[src/rtl/jacobi_four_point_stencil_core_assert.svh]
// Assertion macros for the Jacobi stencil core.
// No dependencies; included by the top level of the core.
`ifndef JACOBI_FOUR_POINT_STENCIL_CORE_ASSERT_SVH
`define JACOBI_FOUR_POINT_STENCIL_CORE_ASSERT_SVH

`ifndef ASSERT_OFF
`define JFPS_ASSERT_IMPL(lbl, clk, rst_n, ante, cons) \
    lbl: assert property (@(posedge clk) disable iff (!rst_n) (ante) |-> (cons)) \
        else $error("stencil core assertion failed");
`define JFPS_ASSERT_NEXT(lbl, clk, rst_n, ante, cons) \
    lbl: assert property (@(posedge clk) disable iff (!rst_n) (ante) |=> (cons)) \
        else $error("stencil core assertion failed");
`else
`define JFPS_ASSERT_IMPL(lbl, clk, rst_n, ante, cons)
`define JFPS_ASSERT_NEXT(lbl, clk, rst_n, ante, cons)
`endif

`endif

[src/rtl/jfps_pkg.sv]
// Shared types and constants of the Jacobi stencil core.
// No dependencies; used by every module of the core.
package jfps_pkg;

    localparam int DEF_MAX_COLS    = 1024;
    localparam int DEF_VALUE_WIDTH = 16;

    localparam int CFG_W      = 11;
    localparam int CFG_DATA_W = 16;
    localparam int CFG_IDX_W  = 3;
    localparam int HS_VALUE_W = 16;

    localparam logic [CFG_W-1:0]      ROW_MAX          = 11'd2047;
    localparam logic [CFG_W-1:0]      RST_GRID_COLS    = 11'd1000;
    localparam logic [CFG_W-1:0]      RST_GRID_ROWS    = 11'd1000;
    localparam logic [CFG_W-1:0]      RST_HOTSPOT_ROW  = 11'd1;
    localparam logic [CFG_W-1:0]      RST_HOTSPOT_COL  = 11'd1;
    localparam logic [HS_VALUE_W-1:0] RST_HOTSPOT_VAL  = 16'd64000;

    typedef enum logic [CFG_IDX_W-1:0] {
        REG_GRID_COLS      = 3'd0,
        REG_GRID_ROWS      = 3'd1,
        REG_HOTSPOT_ENABLE = 3'd2,
        REG_HOTSPOT_ROW    = 3'd3,
        REG_HOTSPOT_COL    = 3'd4,
        REG_HOTSPOT_VALUE  = 3'd5
    } cfg_idx_t;

    typedef struct packed {
        logic [CFG_W-1:0]      cols;
        logic [CFG_W-1:0]      rows;
        logic                  hs_en;
        logic [CFG_W-1:0]      hs_row;
        logic [CFG_W-1:0]      hs_col;
        logic [HS_VALUE_W-1:0] hs_value;
    } cfg_t;

    typedef struct packed {
        logic             emit;
        logic             hot;
        logic             last;
        logic [CFG_W-1:0] row;
        logic [CFG_W-1:0] col;
    } item_info_t;

endpackage

[src/rtl/jfps_cfg.sv]
// Configuration registers of the Jacobi stencil core, with grid size clamping.
// Depends on jfps_pkg.
module jfps_cfg
    import jfps_pkg::*;
#(
    parameter int MAX_COLS = DEF_MAX_COLS
)
(
    input  logic                  clk,
    input  logic                  rst_n,
    input  logic                  cfg_valid,
    output logic                  cfg_ready,
    input  logic [CFG_IDX_W-1:0]  cfg_index,
    input  logic [CFG_DATA_W-1:0] cfg_data,
    output cfg_t                  cfg
);

    logic [CFG_W-1:0]      grid_cols_reg;
    logic [CFG_W-1:0]      grid_rows_reg;
    logic                  hs_en_reg;
    logic [CFG_W-1:0]      hs_row_reg;
    logic [CFG_W-1:0]      hs_col_reg;
    logic [HS_VALUE_W-1:0] hs_value_reg;
    logic [CFG_W-1:0]      cols_c;
    logic [CFG_W-1:0]      rows_c;

    assign cfg_ready = 1'b1;

    always_ff @(posedge clk or negedge rst_n)
    begin
        if (!rst_n)
        begin
            grid_cols_reg <= RST_GRID_COLS;
            grid_rows_reg <= RST_GRID_ROWS;
            hs_en_reg     <= 1'b0;
            hs_row_reg    <= RST_HOTSPOT_ROW;
            hs_col_reg    <= RST_HOTSPOT_COL;
            hs_value_reg  <= RST_HOTSPOT_VAL;
        end
        else if (cfg_valid)
        begin
            unique case (cfg_idx_t'(cfg_index))
                REG_GRID_COLS:      grid_cols_reg <= cfg_data[CFG_W-1:0];
                REG_GRID_ROWS:      grid_rows_reg <= cfg_data[CFG_W-1:0];
                REG_HOTSPOT_ENABLE: hs_en_reg     <= cfg_data[0];
                REG_HOTSPOT_ROW:    hs_row_reg    <= cfg_data[CFG_W-1:0];
                REG_HOTSPOT_COL:    hs_col_reg    <= cfg_data[CFG_W-1:0];
                REG_HOTSPOT_VALUE:  hs_value_reg  <= cfg_data[HS_VALUE_W-1:0];
                default:            ;
            endcase
        end
    end

    always_comb
    begin
        unique if (grid_cols_reg == '0)
            cols_c = CFG_W'(1);
        else if (32'(grid_cols_reg) > MAX_COLS)
            cols_c = CFG_W'(MAX_COLS);
        else
            cols_c = grid_cols_reg;

        unique if (grid_rows_reg == '0)
            rows_c = CFG_W'(1);
        else if (32'(grid_rows_reg) > MAX_COLS)
            rows_c = CFG_W'(MAX_COLS);
        else
            rows_c = grid_rows_reg;
    end

    always_comb
    begin
        cfg.cols     = cols_c;
        cfg.rows     = rows_c;
        cfg.hs_en    = hs_en_reg;
        cfg.hs_row   = hs_row_reg;
        cfg.hs_col   = hs_col_reg;
        cfg.hs_value = hs_value_reg;
    end

endmodule

[config.mk]
export PLATFORM = sky130hd
export DESIGN_NAME = jfps_cfg
export DESIGN_NICKNAME = d
export VERILOG_FILES = /design/src/rtl/jacobi_four_point_stencil_core_assert.svh /design/src/rtl/jfps_pkg.sv /design/src/rtl/jfps_cfg.sv
export SDC_FILE = /design/constraint.sdc
export NUM_CORES = 1
export LEC_CHECK = 0
export BUFFER_PORTS_ARGS = -buffer_cell sky130_fd_sc_hd__buf_2
export CAP_MARGIN = 20
export CELL_PAD_IN_SITES_DETAIL_PLACEMENT = 0
export CELL_PAD_IN_SITES_GLOBAL_PLACEMENT = 1
export CORE_AREA = 4 4 107 78
export DETAILED_ROUTE_END_ITERATION = 7
export DIE_AREA = 0 0 111 82
export GPL_TIMING_DRIVEN = 0
export PLACE_DENSITY = 0.81
export SLEW_MARGIN = 40
export SYNTH_ARGS = -nofsm -noshare
export SYNTH_HDL_FRONTEND = slang
export SYNTH_SLANG_ARGS = --single-unit
[constraint.sdc]
create_clock -name clk -period 1 [get_ports clk]
set_input_delay 0.1 -clock clk [delete_from_list [all_inputs] [get_ports clk]]
set_output_delay 0.1 -clock clk [all_outputs]
set_load 0.01 [all_outputs]
# Word-level counts from Yosys, hierarchy flattened
# Index checks and enable logic that the tools add are counted.
# op_classes
reduce_logical	9
muxes	4
order_cmp	2
eq_ne	5
# ops
cell	count
$mux W11	4
$gt A11 B11 Y1 const B	2
$logic_not A11 Y1	2
$reduce_and A2 Y1	6
$eq A3 B2 Y1 const B	2
$eq A3 B3 Y1 const B	2
$eq A3 B1 Y1 const B	1
$logic_not A3 Y1	1
# totals
reg_bits	61
inputBits	22
elab_cells	26
out_inout_bits	62

# Depth between registers and ports, before layout
# Gate-level depths: netlist of run 1.
# depth
depth_word	3
depth_mapped	3
depth_no_buf	2

# Worst setup path after synthesis of run 1
# No wires, ideal clock.
# synth_timing
path_type	input -> register
from	input port cfg_index[1]
to	register grid_cols_reg[10]
slack_ns	-0.061
setup_ns	0.125
arrival_ns	0.936
path_buffers	1
path_stages	3
t_required_ns	0.875
cell_sequence	nor4b_2 -> buf_4 -> mux2_2
# synth_between
elab_chain_cells	2
# synth_lines
element	line	text
start: declaration	jfps_cfg.sv:13	input logic [CFG_IDX_W-1:0] cfg_index,
$logic_not A3 Y1	jfps_cfg.sv:42	unique case (cfg_idx_t'(cfg_index))
$reduce_and A2 Y1 (no line)	n/a	
end signal: assignment	jfps_cfg.sv:43	REG_GRID_COLS: grid_cols_reg <= cfg_data[CFG_W-1:0];
end: declaration	jfps_cfg.sv:18	logic [CFG_W-1:0] grid_cols_reg;
# No other way between the ends.
# A chain may end at the register's enable or synchronous reset.

==> flow_summary.ini, run 1 <==
[synth]
ys_warn_count = 0
synth_top_cells_by_area = dfrtp_1, dfstp_2, mux2_2, mux2_4, nor2b_1
syn_nets = 190
yosysTopAreaCell = dfrtp_1
synth_cells = 168
synthTopCellsByCount = dfrtp_1, mux2_2, dfstp_2, mux2_4, nor2b_1
ys_seq_area_frac = 0.5871
netlist_area_um2 = 2643
async_flop_share = 1.000
ys_ff_latch = 61
avgSynthCellArea_um2 = 15.73
synth_top_area_share = 0.3883
yosysUniqueCellTypes = 20
synth_ff_type = dfrtp_1
synth_edf_count = 0

[sta]
post-route-period-util = 1.463
tightest_slew_ns = 0.5539
max-slew-margin-rel = 0.6308
rsz0062_at_grt = yes
setup_slack_ns = -0.4632
finalMaxSlewViolations = 0
fmax_ghz = 0.6835
fin_crit_ns = 1.463
hold_viol_final = 0
hold_ws_ns = 0.06802
finalSetupViolCount = 32
skew_ns = 0

[placement]
portBuffers = 82
gp_congestion = 0.7458
dp_slack_ns = -0.3079
dp_hpwl_um = 4295
post-place-cells = 348

[clock_network]
clock_latency_ns = 0.33
cts_root_buf = clkbuf_8
cts.sinks = 61
numCtsBuffers = 9
clockBufferDepth = 2
cts.htree.levels = 3
clk_pin_slew_worst_paths_ns = 0.06
cts_tree = built

[final_layout]
syn2layout_area_growth_pct = 48.96
fillers = 639
drive_gt1_frac = 0.7762
finish.utilization = 0.5426
fin_nets = 303
fin_cells = 384
largest_reg_flops = 16
antenna_cells = 0

[global_route]
grt_pass1_vias = 1846
grt_use_total = 0.1536
grt_pass1_wl_um = 10310
antenna_found_initial = 0
grt_start_max_net_pins = 62
grt_overflow = 0

[run_status]
status = finished with violations
failed_checks = setup timing

[detailed_routing]
postRouteAntennaNets = 0
drcViolationCount = 0
finalWirelength_um = 6595
via_per_inst = 4.612
drtIter0Drc = 78
drt_pass1_iterations = 4
vias = 1771
wl_per_cell_um = 17.17

[floorplanning]
die_w_um = 111
core_area_um2 = 7254
dieArea_um2 = 9102
rows = 26
initial_core_util = 0.3643
dieHeight_um = 82
io_pins = 84

[worst_setup_path]
worstPathRequired_ns = 0.90
crit_type = flip-flop to output port
cp-end-kind = output port
cp.arrival_ns = 1.36
reg2reg_depth = 3
crit_fanout = 3
cp-start-kind = flip-flop

[hold_path]
hp-class = input port to flip-flop
min_delay_path_depth = 2

[power]
vdd_drop_max_mv = 0.9738
cellPowerDensity_nw_per_um2 = 2172
leakagePower_uw = 0.001840

[job]
drv_cap = 0
where the power goes:
group | leakage, uW | switching [uW] | total [uW] | internal [uW]
logic | 0.00104 | 1080 | 2820 | 1740
registers | 0.000700 | 408 | 3560 | 3150
clock network | 0.0000979 | 875 | 2170 | 1290
total | 0.00184 | 2360 | 8550 | 6190
layout make-up:
cell class / instances / area (um2) / share of cell area
sequential: 61 / 1554 / 0.3948
multi-input combinational: 94 / 1160 / 0.2947
timing repair buffer: 104 / 793.3 / 0.2015
clock buffer: 15 / 166.4 / 0.04228
tap: 98 / 122.6 / 0.03115
buffer: 9 / 102.6 / 0.02606
clock inverter: 1 / 30.03 / 0.007629
inverter: 2 / 7.507 / 0.001907
worst max-delay path: stages, from the launching register on:
cell and delay (ns):
dfstp_2 0.57, nor4_4 0.06, a32o_2 0.28, buf_6 0.12
per-stage QoR:
stage	setup TNS, ns	area [um2]	total power (uW)
detailed placement	-15.46	3191	5491
global placement	-28.97	3188	5429
finish	-7.815	3936	8551
global route	-9.633	3936	9034
floorplan	-0.03789	2655	4595
CTS	-8.744	3750	8328
path summary, 6_finish.rpt:
kind	startpoint	to	slack, ns
setup reg to reg	grid_rows_reg[10]$_DFFE_PN0P_	grid_rows_reg[10]$_DFFE_PN0P_	-0.06
setup / recovery	grid_rows_reg[3]$_DFFE_PN1P_	cfg[39]	-0.46
hold / removal	cfg_data[3]	grid_rows_reg[3]$_DFFE_PN1P_	0.07
max in group asynchronous	rst_n	grid_rows_reg[6]$_DFFE_PN1P_	0.29
min in group asynchronous	rst_n	hs_col_reg[9]$_DFFE_PN0P_	0.29
hold reg to reg	hs_value_reg[6]$_DFFE_PN0P_	hs_value_reg[6]$_DFFE_PN0P_	0.50
metal layers:
layer | up-vias | global-route usage | wire [um]
met5 | - | 0 | 0
li1 | 820 | - | -
met1 | 881 | 0.2072 | 3212
met4 | 0 | 0.04428 | 65
met2 | 61 | 0.2300 | 2910
met3 | 9 | 0.06112 | 407
cells in the final DEF (no fill, tap or decap), drive strengths merged:
master / count
nor4bb: 1
bufinv: 1
a32o: 2
mux2: 61
inv: 2
dlygate4sd3: 6
nor4b: 1
clkbuf: 16
dfrtp: 41
nand4b: 2
nor4: 4
nor2: 2
conb: 1
dfstp: 20
and4bb: 2
buf: 106
nor2b: 18
what timing repair did:
action / CTS / global route
gates resized for setup: 48 / 28
buffers inserted: 6 / 8
hold buffers: 6 / 0
pin swaps: 4 / 3
endpoints found under the hold margin: 46 / 0
endpoints found under the setup margin: 33 / 42
cloned: 2 / 0
kinds of logic after synthesis:
| logic type | share of synthesized area |
|---|---|
| multiplexers | 0.2884 |
| buffers and inverters | 0.02935 |
| AO/OA/AOI/OAI | 0.007576 |
| other | 0.001419 |
| AND/OR/NAND/NOR | 0.08617 |
| flip-flops | 0.5871 |
No activity file was read; power rests on OpenSTA's default activity.
==> inputs of run 2 (changes only) <==
Settings changed: CORE_AREA 4 4 107 78 to 5 5 108 79, DIE_AREA 0 0 111 82 to 0 0 113 84.
==> run 2 against run 1 <==
Compared with the run above:
- the flow still finishes with violations (setup timing)
- critical path depth did not move
- combinational power fell by 12%
- global-route usage fell by 1.4 points
- sequential power barely moved
- critical endpoint unchanged
==> flow_summary.ini, run 2 (synthesized netlist as in run 1, its figures left out) <==
[detailed_routing]
vias = 1754
drt_pass1_iterations = 4
drtIter0Drc = 48
postRouteAntennaNets = 0
via_per_inst = 4.592
drcViolationCount = 0
finalWirelength_um = 6432
wl_per_cell_um = 16.84

[power]
leakagePower_uw = 0.001790
p_seq_frac = 0.401
p_sw_frac = 0.2648
intPower_uw = 6513
combPwrFrac = 0.281
cellPowerDensity_nw_per_um2 = 2306
vdd_drop_max_mv = 0.9867
clock_power_share = 0.318
p_total_uw = 8858
power.switching_uw = 2346

[global_route]
grt_util_met3 = 0.06594
met2_usage = 0.2070
grt_pass1_wl_um = 10050
grtUsageMet1 = 0.1864
grt_pass1_vias = 1831
grt_overflow = 0
grt_start_max_net_pins = 62
antenna_found_initial = 0
grt_use_total = 0.1397
grt_busiest_layer = met2

[final_layout]
antenna_cells = 0
seq_area_um2 = 1554
fin_area_um2 = 3841
largest_reg_flops = 16
drive_gt1_frac = 0.7722
fin_nets = 298
fillers = 677
final_cell_mix = buf_2, mux2_2, dfrtp_1, buf_6
final_common_cell = buf_2
multi_input_comb_area_um2 = 1130
syn2layout_area_growth_pct = 45.36

[worst_setup_path]
cp-start-kind = flip-flop
worstSetupStartpoint = grid_rows_reg[2]$_DFFE_PN0P_
r2r_start = grid_rows_reg[10]$_DFFE_PN0P_
cp.arrival_ns = 1.38
worstPathRequired_ns = 0.90
crit_type = flip-flop to output port
cp-end-kind = output port
crit_fanout = 2

[clock_network]
clockBufferDepth = 2
cts_tree = built
cts.sinks = 61
cts.htree.levels = 3
clock_latency_ns = 0.33
cts_root_buf = clkbuf_8
clk_pin_slew_worst_paths_ns = 0.07
numCtsBuffers = 9

[sta]
setup_slack_ns = -0.4795
rsz0062_at_grt = yes
finalMaxSlewViolations = 0
skew_ns = 0
finalSetupViolCount = 30
fin_crit_ns = 1.479
post-route-period-util = 1.479
hold_viol_final = 0
tightest_slew_ns = 0.5690
max-slew-margin-rel = 0.6207
fmax_ghz = 0.6759

[placement]
portBuffers = 82
placed_area_um2 = 3194
gp_congestion = 0.7506
dp_hpwl_um = 4317

[hold_path]
min-delay-start = cfg_data[7]
hp-class = input port to flip-flop

[floorplanning]
io_pins = 84
rows = 27
initial_core_util = 0.3508
dieHeight_um = 84
die_w_um = 113
core_area_um2 = 7533
dieArea_um2 = 9492

[run_status]
status = finished with violations
failed_checks = setup timing

[job]
drv_cap = 0
## run 2: metal layers
metal	part of all wire	vias up
met4	0.0086	0
met1	0.47	883
met5	0	-
met3	0.077	7
li1	-	809
met2	0.44	55
## run 2: power by group through the flow
| stage | clock, uW | sequential [uW] | combinational [uW] |
|---|---|---|---|
| 6_report | 2820 | 3550 | 2490 |
| 5_1_grt | 3010 | 3630 | 2680 |
| 4_1_cts | 2900 | 3530 | 2350 |
| 3_5_place_dp | 0 | 3500 | 2000 |
| 3_3_place_gp | 0 | 3470 | 1960 |
| 2_1_floorplan | 0 | 3610 | 982 |
## run 2: what timing repair did
action / CTS / global route
pin swaps: 2 / 2
hold endpoints to repair: 46 / 41
setup buffers: 4 / 5
endpoints found under the setup margin: 33 / 46
cloned: 1 / 0
resized for setup: 37 / 19
hold buffers: 5 / 1
## run 2: cell type report
cell class              count  share of cell area
repair buffers             98              0.1759
well taps                 101             0.03290
multi-input cells          94              0.2941
clock inverters             3             0.02345
inverters                   2            0.001954
flip-flops and latches     61              0.4046
clock buffers              13             0.04397
plain buffers              10             0.02313
## run 2: through the flow
stage	TNS, ns	setup WS [ns]	hold WS [ns]	utilization	std cells
finish	-6.724	-0.4795	0.06072	0.5099	382
global route	-8.683	-0.5672	0.04158	0.5099	382
CTS	-7.818	-0.5225	-0.1425	0.4929	376
detailed placement	-16.29	-0.3498	0.2336	0.4240	351
global placement	-30.84	-0.3515	0.3310	0.4237	351
floorplan	-0.03789	-0.009472	-0.1956	-	168
## run 2: worst paths after layout
path / end / slack (ns) / cells after the start
min in group asynchronous: hs_col_reg[9]$_DFFE_PN0P_ / 0.32 / 2
hold reg to reg: hs_value_reg[6]$_DFFE_PN0P_ / 0.50 / 1
max in group asynchronous: grid_cols_reg[10]$_DFFE_PN0P_ / 0.25 / 2
hold / removal: grid_rows_reg[7]$_DFFE_PN1P_ / 0.06 / 2
setup / recovery: cfg[39] / -0.48 / 3
setup reg to reg: grid_rows_reg[10]$_DFFE_PN0P_ / 0.02 / 2
## run 2: critical path: stages, from the launching register on
cell and delay [ns]:
dfrtp_1 0.41, nor4_4 0.30, a32o_1 0.20, buf_2 0.14
