--- config.mk ---
export PLATFORM = sky130hd
export DESIGN_NAME = jfps_stencil
export DESIGN_NICKNAME = d
export VERILOG_FILES = /design/src/rtl/jacobi_four_point_stencil_core_assert.svh /design/src/rtl/jfps_pkg.sv /design/src/rtl/jfps_stencil.sv
export SDC_FILE = /design/constraint.sdc
export NUM_CORES = 1
export LEC_CHECK = 0
export ABC_AREA = 1
export BUFFER_PORTS_ARGS = -buffer_cell sky130_fd_sc_hd__clkbuf_2
export CORE_UTILIZATION = 55
export CTS_CLUSTER_DIAMETER = 120
export CTS_CLUSTER_SIZE = 8
export DETAILED_ROUTE_END_ITERATION = 8
export PLACE_DENSITY_LB_ADDON = 0.1
export SETUP_SLACK_MARGIN = 0.5
export SKIP_CTS_REPAIR_TIMING = 1
export SLEW_MARGIN = 20
export SYNTH_ARGS = -nofsm -noshare
export SYNTH_HDL_FRONTEND = slang
export SYNTH_SLANG_ARGS = --single-unit
--- constraint.sdc ---
create_clock -name clk -period 7.3 [get_ports clk]
set_input_delay 0.365 -clock clk [delete_from_list [all_inputs] [get_ports clk]]
set_output_delay 0.365 -clock clk [all_outputs]
set_load 0.05 [all_outputs]
--- src/rtl/jacobi_four_point_stencil_core_assert.svh ---
// Assertion macros for the Jacobi stencil core.
// No dependencies; included by the top level of the core.
`ifndef JACOBI_FOUR_POINT_STENCIL_CORE_ASSERT_SVH
`define JACOBI_FOUR_POINT_STENCIL_CORE_ASSERT_SVH

`ifndef ASSERT_OFF
`define JFPS_ASSERT_IMPL(lbl, clk, rst_n, ante, cons) \
    lbl: assert property (@(posedge clk) disable iff (!rst_n) (ante) |-> (cons)) \
        else $error("stencil core assertion failed");
`define JFPS_ASSERT_NEXT(lbl, clk, rst_n, ante, cons) \
    lbl: assert property (@(posedge clk) disable iff (!rst_n) (ante) |=> (cons)) \
        else $error("stencil core assertion failed");
`else
`define JFPS_ASSERT_IMPL(lbl, clk, rst_n, ante, cons)
`define JFPS_ASSERT_NEXT(lbl, clk, rst_n, ante, cons)
`endif

`endif

--- src/rtl/jfps_pkg.sv ---
// Shared types and constants of the Jacobi stencil core.
// No dependencies; used by every module of the core.
package jfps_pkg;

    localparam int DEF_MAX_COLS    = 1024;
    localparam int DEF_VALUE_WIDTH = 16;

    localparam int CFG_W      = 11;
    localparam int CFG_DATA_W = 16;
    localparam int CFG_IDX_W  = 3;
    localparam int HS_VALUE_W = 16;

    localparam logic [CFG_W-1:0]      ROW_MAX          = 11'd2047;
    localparam logic [CFG_W-1:0]      RST_GRID_COLS    = 11'd1000;
    localparam logic [CFG_W-1:0]      RST_GRID_ROWS    = 11'd1000;
    localparam logic [CFG_W-1:0]      RST_HOTSPOT_ROW  = 11'd1;
    localparam logic [CFG_W-1:0]      RST_HOTSPOT_COL  = 11'd1;
    localparam logic [HS_VALUE_W-1:0] RST_HOTSPOT_VAL  = 16'd64000;

    typedef enum logic [CFG_IDX_W-1:0] {
        REG_GRID_COLS      = 3'd0,
        REG_GRID_ROWS      = 3'd1,
        REG_HOTSPOT_ENABLE = 3'd2,
        REG_HOTSPOT_ROW    = 3'd3,
        REG_HOTSPOT_COL    = 3'd4,
        REG_HOTSPOT_VALUE  = 3'd5
    } cfg_idx_t;

    typedef struct packed {
        logic [CFG_W-1:0]      cols;
        logic [CFG_W-1:0]      rows;
        logic                  hs_en;
        logic [CFG_W-1:0]      hs_row;
        logic [CFG_W-1:0]      hs_col;
        logic [HS_VALUE_W-1:0] hs_value;
    } cfg_t;

    typedef struct packed {
        logic             emit;
        logic             hot;
        logic             last;
        logic [CFG_W-1:0] row;
        logic [CFG_W-1:0] col;
    } item_info_t;

endpackage

--- src/rtl/jfps_stencil.sv ---
// Stencil window, four-neighbor mean, hot-spot override and result register.
// Depends on jfps_pkg.
module jfps_stencil
    import jfps_pkg::*;
#(
    parameter int VW = DEF_VALUE_WIDTH
)
(
    input  logic             clk,
    input  logic             rst_n,
    input  logic             adv,
    input  logic             take,
    input  item_info_t       info,
    input  logic [VW-1:0]    cur_value,
    input  logic [VW-1:0]    east,
    input  logic [VW-1:0]    north,
    input  logic [VW-1:0]    hs_value,
    output logic             out_valid,
    output logic [VW-1:0]    out_value,
    output logic [CFG_W-1:0] out_row,
    output logic [CFG_W-1:0] out_col,
    output logic             out_last
);

    logic [VW-1:0]    south_reg;
    logic [VW-1:0]    north_reg;
    logic [VW-1:0]    west1_reg;
    logic [VW-1:0]    west2_reg;
    logic [VW+1:0]    sum;
    logic [VW-1:0]    new_value;
    logic             out_valid_reg;
    logic [VW-1:0]    out_value_reg;
    logic [CFG_W-1:0] out_row_reg;
    logic [CFG_W-1:0] out_col_reg;
    logic             out_last_reg;

    always_comb
    begin
        sum = {2'b00, south_reg} + {2'b00, north_reg} + {2'b00, west2_reg} + {2'b00, east};
        new_value = info.hot ? hs_value : sum[VW+1:2];
    end

    always_ff @(posedge clk)
    begin
        if (adv)
        begin
            south_reg <= cur_value;
            north_reg <= north;
            west1_reg <= east;
            west2_reg <= west1_reg;
            if (info.emit)
            begin
                out_value_reg <= new_value;
                out_row_reg   <= info.row;
                out_col_reg   <= info.col;
                out_last_reg  <= info.last;
            end
        end
    end

    always_ff @(posedge clk or negedge rst_n)
    begin
        if (!rst_n)
            out_valid_reg <= 1'b0;
        else if (adv)
            out_valid_reg <= info.emit;
        else if (take)
            out_valid_reg <= 1'b0;
    end

    assign out_valid = out_valid_reg;
    assign out_value = out_value_reg;
    assign out_row   = out_row_reg;
    assign out_col   = out_col_reg;
    assign out_last  = out_last_reg;

endmodule

### After elaboration in Yosys (flattened, before gate mapping)

Cells that the tools add are included.
Widths: inputs -> output; s select.

| operators by class | value |
|---|---|
| $add $sub $neg | 3 |
| muxes and demuxes | 3 |
| reduce and logical (&&, ||, !) cells | 2 |

Operators with widths:

| cell | count |
|---|---|
| $add 17x16->18 | 1 |
| $add 18x16->18 | 1 |
| $add 16x16->17 | 1 |
| $mux 16 | 1 |
| $mux 1 | 2 |
| $reduce_and 2->1 | 1 |
| $reduce_bool 2->1 | 1 |

| word-level totals | value |
|---|---|
| bits in registers | 104 |
| input bits | 93 |
| output and inout port bits | 40 |
| word-level logic and storage cells | 17 |

### Depth between registers and ports, before layout

Gate-level depths: netlist (run 1).

| logic depth | value |
|---|---|
| word-level depth | 4 |
| mapped depth | 16 |
| depth with buffers taken out | 16 |

### Worst setup path before layout (run 1)

Ideal clock, no wire load.

| timing path | value |
|---|---|
| path kind | input -> register |
| start point | input east[1] |
| end point | register out_value_reg[9] (netlist: out_value[9]) (data pin) |
| library setup time | 0.253 ns |
| arrival | 2.668 ns |
| data required time | 7.047 ns |
| setup slack | 4.379 ns |
| stages on the path | 16 |
| buffers on the path | 0 |
| cells stage by stage | inv_1 > fa_1 > inv_1 > fa_1 > nand2_1 > nor2_1 > inv_1 > fa_1 > nor2_1 > nor2_2 > o21ai_2 > nand2_1 > nand2_1 > nand2_1 > nand3_1 > nand2_1 |

| on the way | value |
|---|---|
| longest elaborated chain between the ends | 2 |

RTL lines:

| item | line | RTL |
|---|---|---|
| from (decl) | jfps_stencil.sv:15 | `input logic [VW-1:0] east,` |
| $add 18x16->18 | jfps_stencil.sv:39 | `sum = {2'b00, south_reg} + {2'b00, north_reg} + {2'b00, west2_reg} + {2'b00, east};` |
| $mux 16 | jfps_stencil.sv:40 | `new_value = info.hot ? hs_value : sum[VW+1:2];` |
| via new_value[9] | jfps_stencil.sv:30 | `logic [VW-1:0] new_value;` |
| to (signal assigned) | jfps_stencil.sv:53 | `out_value_reg <= new_value;` |
| to (decl) | jfps_stencil.sv:32 | `logic [VW-1:0] out_value_reg;` |

The timed path passes the listed nets, and every way through them passes these cells.
A chain may end at the register's enable or synchronous reset.

### Final worst setup path (run 1)

| timing path | value |
|---|---|
| start point | register south_reg[1] |
| end point | register out_value_reg[9] (netlist: out_value[9]) (data pin) |

| on the way | value |
|---|---|
| longest elaborated chain between the ends | 4 |

RTL lines:

| item | line | RTL |
|---|---|---|
| from (decl) | jfps_stencil.sv:25 | `logic [VW-1:0] south_reg;` |
| from (signal assigned) | jfps_stencil.sv:47 | `south_reg <= cur_value;` |
| $add 16x16->17 | jfps_stencil.sv:39 |  |
| $add 17x16->18 | jfps_stencil.sv:39 |  |
| $add 18x16->18 | jfps_stencil.sv:39 |  |
| $mux 16 | jfps_stencil.sv:40 |  |
| via new_value[9] | jfps_stencil.sv:30 |  |

The timed path passes the listed nets, and every way through them passes these cells.

==> run_results.csv, run 1 <==
group,metric,value,unit
clock_tree,clock_path_buffers,2,
timing,rsz0062_at_grt,"false",
grt,grt_pass1_vias,3132,
grt,busiest_layer,"met2",
outcome,status,"complete, no violations",
timing,fmax,328.0,MHz
timing,tightest_slew,0.8106,ns
logic_synthesis,synth_area,5187,um2
route,viasPerCell,4.662,
placed_design,portBuffers,132,
logic_synthesis,netlist_instances,453,
power,peakVddDrop,0.1181,mV
finish,multi_input_area,1570,um2
grt,grt_start_max_net_pins,67,
floorplan,fp.dieW,99.12,um
floorplan,ios,133,
route,post_drt_wl_per_cell,12.18,um
finish,n_antenna_cell,0,
logic_synthesis,yosys_register_bits,104,
critical_path,reg2reg_slack,4.25,ns
grt,grt_util_met1,25.53,%
logic_synthesis,synth_top_family_by_area,"adder cells",
logic_synthesis,synth_seq_area_share,60.11,%
floorplan,num_rows,35,
logic_synthesis,synth_nets,593,
clock_tree,path_clk_slew,0.11,ns
clock_tree,cts_buffers,9,
route,drc_errors,0,
logic_synthesis,synth_compound_area_share,2.002,%
route,totalWireLength,8670,um
logic_synthesis,yosysUniqueCellTypes,26,
power,p_per_area,280.3,nW/um2
logic_synthesis,yosys_warnings,0,
clock_tree,cts_root_buffer,"clkbuf_8",
timing,final_max_slew_viol_count,0,
critical_path,worstPathRequired,7.42,ns
floorplan,dieArea,9824,um2
clock_tree,insertion_delay,0.36,ns
critical_path,path_class,"flip-flop to flip-flop",
timing,tns,0,ns
critical_path,end_kind,"flip-flop",
placed_design,dp_hpwl,6724,um
floorplan,start_util,56.41,%
finish,nets,736,
finish,ff_latch_area,3118,um2
power,power.leakage,3.105,nW
run,maxCapViolCount,0,
timing,finalHoldViolCount,0,
finish,fin_cells,712,
critical_path,cp.arrival,3.17,ns
logic_synthesis,synth_adder_area_share,15.97,%
grt,grt_usage,19.06,%
logic_synthesis,synthSimpleGateAreaFrac,11.79,%
timing,holdWs,0.1676,ns
route,vias,3319,
clock_tree,cts_tree,"done",
grt,grt.overflow.total,0,
route,first_pass_iters,4,
clock_tree,clkSinkCount,104,
placed_design,place_congestion,0.8346,
finish,syn_to_final_growth,19.66,%
timing,max_slew_margin,45.96,%
clock_tree,htree_num_levels,3,
grt,antenna_found_initial,0,
finish,fillers,743,
timing,skew,0.01532,ns
min_path,hold_class,"input pin to flip-flop",
floorplan,dieHeight,99.12,um
grt,grtUsageMet2,31.36,%
timing,period_share,41.77,%
logic_synthesis,synthMuxAreaShare,0,%
timing,setup_violations,0,
route,ant_nets,0,
placed_design,dp.cells,695,
logic_synthesis,synth_xor_area_share,0.5065,%
floorplan,core-area,9196,um2
critical_path,critical_path_peak_fanout,4,
logic_synthesis,synth_area_per_cell,11.45,um2
grt,grt_first_pass_wirelength,14240,um
finish,drive_gt1_share,26.12,%
critical_path,cp-start-kind,"flip-flop",
timing,period_needed,3.049,ns
route,dr.first_iter.drc_count,126,
grt,met3_usage,4.287,%
==> synthesized netlist by cell type <==
master	number	area share, %
inv_1	128	9.3
nor2_2	1	0.12
nand3_1	20	1.9
xnor2_1	1	0.17
nor3_2	1	0.19
clkbuf_1	2	0.14
nand4_1	1	0.12
nor3_1	2	0.19
xor2_1	2	0.34
nand3b_1	1	0.14
edfxtp_1	103	60
nor2_1	15	1.1
ha_1	15	3.6
inv_2	1	0.072
dfrtp_1	1	0.48
nand2_2	3	0.36
o21ai_1	2	0.19
nand2_1	99	7.2
or2_1	2	0.24
o21ai_0	5	0.48
a21oi_1	12	1.2
or2_0	1	0.12
o21ai_2	1	0.17
buf_4	1	0.14
and2_1	1	0.12
fa_1	32	12
==> routing by layer <==
| metal | up-vias | wire, um |
|---|---|---|
| met3 | 12 | 526 |
| met1 | 1514 | 3939 |
| met2 | 109 | 4090 |
| met4 | 0 | 113 |
| met5 | - | 0 |
| li1 | 1684 | - |
==> power by group <==
group,total (W),leakage [nW],internal [W],switching [W]
registers,0.000733,1.01,0.000721,0.0000128
clock network,0.000372,0.109,0.000173,0.000199
logic,0.000634,1.99,0.000220,0.000415
total,0.00174,3.10,0.00111,0.000626
==> cells by family after synthesis <==
group           count (synthesis)
compound gates                 20
xor+xnor                        3
fa+ha+maj                      47
buf+inv                       132
flops                         104
simple gates                  147
==> critical path: stages, from the launching register on <==
cell and delay, ns:
edfxtp_1 0.34, inv_1 0.05, fa_1 0.50, inv_1 0.05, fa_1 0.50, nand2_1 0.05, nor2_1 0.13, inv_1 0.07
fa_1 0.40, nor2_1 0.14, nor2_2 0.07, o21ai_2 0.18, nand2_1 0.09, nand2_1 0.06, nand2_1 0.05, nand3_1 0.07
nand2_1 0.05
==> path summary, 6_finish.rpt <==
| check | start | to | cells past startpoint |
|---|---|---|---|
| setup reg to reg | south_reg[1] | out_value[9] | 16 |
| hold / removal | info[8] | out_col[8] | 1 |
| setup / recovery | south_reg[1] | out_value[9] | 16 |
| hold reg to reg | west1_reg[3] | west2_reg[3] | 0 |
| max in group asynchronous | rst_n | out_valid | 2 |
| min in group asynchronous | rst_n | out_valid | 2 |
==> cell usage in the layout (no fill, tap or decap) <==
master	Yosys	final
ha_1	15	15
nor2_1	15	15
clkbuf_2	0	131
or2_1	2	2
o21ai_2	1	1
fa_1	32	32
nor3_2	1	1
o21ai_0	5	5
inv_2	1	1
clkinv_2	0	1
nand3_1	20	20
dlygate4sd3_1	0	1
nor2_2	1	1
nand4_1	1	1
nand2_1	99	99
nand2_2	3	3
inv_1	128	128
inv_8	0	1
xnor2_1	1	1
a21oi_1	12	12
clkbuf_8	0	10
buf_4	1	2
nand3b_1	1	1
o21ai_1	2	2
dfrtp_1	1	1
nor3_1	2	2
inv_6	0	2
edfxtp_1	103	103
or2_0	1	1
buf_2	0	1
clkinv_4	0	1
bufinv_16	0	1
xor2_1	2	2
and2_1	1	1
==> cell type report <==
| type | instances | share of cell area, % |
|---|---|---|
| Timing Repair Buffer | 135 | 11.05 |
| Sequential cell | 104 | 50.23 |
| Tap cell | 111 | 2.237 |
| Inverter | 129 | 7.801 |
| Multi-Input combinational cell | 217 | 25.30 |
| Clock inverter | 6 | 1.169 |
| Clock buffer | 10 | 2.217 |
==> metrics by stage <==
step           utilization [%]  total power [W]  instance area, um2  setup WS (ns)
6_report                 67.50         0.001740                6207          4.251
4_1_cts                  67.39         0.001756                6197          4.239
3_5_place_dp             65.10         0.001384                5987          4.085
5_1_grt                  67.50         0.001874                6207          4.004
2_1_floorplan                -         0.001226                5187          4.379
3_3_place_gp             65.10         0.001373                5987          4.138
Power figures use the tool's default switching activity.
==> inputs of run 2 (changes only) <==
- CORE_UTILIZATION: 55 -> 53
- clock period: 7.3 -> 3.1 ns (I/O delays scaled with it)
==> run_results.csv, run 2 (synthesis results as in run 1) <==
group,metric,value,unit
timing,max_slew_margin,47.04,%
grt,grt.overflow.total,0,
run,maxCapViolCount,0,
grt,grt_usage,19.14,%
route,first_pass_iters,4,
critical_path,cp.arrival,3.10,ns
floorplan,dieArea,10190,um2
timing,finalHoldViolCount,0,
power,peakVddDrop,0.3143,mV
floorplan,dieHeight,100.9,um
clock_tree,cts_tree,"done",
route,post_drt_wl_per_cell,13.15,um
placed_design,dpl_cell_area,6053,um2
timing,skew,0.01618,ns
finish,layout_common_cells,"131 x clkbuf_2, 119 x inv_1, 103 x edfxtp_1, 91 x nand2_1, 72 x dlygate4sd3_1",
grt,grt_pass1_vias,3318,
grt,grt_first_pass_wirelength,14590,um
min_path,hold_class,"input pin to flip-flop",
finish,fin_cells,806,
finish,final_common_cell,"clkbuf_2",
critical_path,critical_path_peak_fanout,3,
power,p_per_area,629.6,nW/um2
clock_tree,insertion_delay,0.37,ns
placed_design,dp_hpwl,7062,um
finish,n_antenna_cell,0,
finish,drive_gt1_share,30.43,%
floorplan,start_util,55.35,%
clock_tree,cts_buffers,9,
timing,setup_violations,0,
timing,tightest_slew,0.7944,ns
placed_design,post-place-ws,0.1092,ns
route,drc_errors,0,
finish,nets,812,
critical_path,worstPathRequired,3.22,ns
route,totalWireLength,10600,um
route,vias,3710,
power,total_power,0.004573,W
floorplan,ios,133,
route,viasPerCell,4.603,
floorplan,fp.dieW,100.9,um
timing,fmax,336.1,MHz
critical_path,cp-start-kind,"flip-flop",
placed_design,portBuffers,132,
floorplan,num_rows,35,
clock_tree,htree_num_levels,3,
route,ant_nets,0,
timing,final_max_slew_viol_count,0,
grt,grt_start_max_net_pins,66,
finish,fin_area,7263,um2
placed_design,place_congestion,0.8561,
floorplan,core-area,9371,um2
clock_tree,cts_root_buffer,"clkbuf_8",
timing,rsz0062_at_grt,"true",
critical_path,path_class,"flip-flop to flip-flop",
placed_design,dp.cells,713,
clock_tree,path_clk_slew,0.11,ns
timing,period_share,95.99,%
grt,antenna_found_initial,0,
timing,fin_ws,0.1244,ns
finish,syn_to_final_growth,40.01,%
timing,tns,0,ns
clock_tree,clock_path_buffers,2,
critical_path,end_kind,"flip-flop",
timing,period_needed,2.976,ns
clock_tree,clkSinkCount,104,
power,power.leakage,3.440,nW
route,dr.first_iter.drc_count,113,
outcome,status,"complete, no violations",
[run 2: cell count changes in the layout (fill, tap and decap cells not counted), sizes merged]
cell	delta
buf	+5
clkbuf	+1
clkinv	-1
clkinvlp	+1
dlygate4sd3	+71
inv	-1
[run 2: final timing paths]
path | from | end | slack, ns | cells after the start
max | north_reg[1] | out_value[13] | 0.12 | 16
min | info[24] | out_valid | 0.02 | 3
max reg2reg | north_reg[1] | out_value[13] | 0.12 | 16
min reg2reg | west1_reg[3] | west2_reg[3] | 0.42 | 0
max in group asynchronous | rst_n | out_valid | 2.92 | 2
min in group asynchronous | rst_n | out_valid | 0.09 | 2
[run 2: metrics by stage]
stage               util (%)  hold slack [ns]
CTS                    66.78          -0.4754
detailed placement     64.59         -0.06254
finish                 77.50          0.01640
global placement       64.59         -0.06998
floorplan                  -          -0.1406
global route           77.50         0.008198
[run 2: cell type report]
type,count,area [um2]
clock buffers,11,141.4
clock inverters,5,63.81
fillers,657,2108
inverters,129,484.2
multi-input cells,217,1861
flip-flops and latches,104,3118
well taps,129,161.4
repair buffers,211,1434
[run 2: layer usage]
metal  routed length [um]  global-route usage, %
met1                 4399                  24.03
met2                 5401                  32.46
met3                  641                  4.092
met4                  159                  7.804
met5                    0                      0
[run 2: worst max-delay path: stages, from the launching register on]
cell	delay [ns]
edfxtp_1	0.36
inv_2	0.04
fa_1	0.51
inv_2	0.04
fa_1	0.48
nand2_1	0.06
nor2_2	0.14
inv_2	0.05
fa_2	0.39
nor2_4	0.14
nor2_4	0.06
o21ai_4	0.15
nand2_2	0.08
nand2_1	0.07
nand2_1	0.05
nand3_1	0.06
nand2_1	0.05
[run 2: power by group]
part	switching (W)	leakage (nW)	total, W	internal, W
Sequential	0.0000318	1.01	0.00173	0.00170
Clock	0.000460	0.101	0.000863	0.000403
Combinational	0.00117	2.33	0.00198	0.000813
Total	0.00166	3.44	0.00457	0.00291
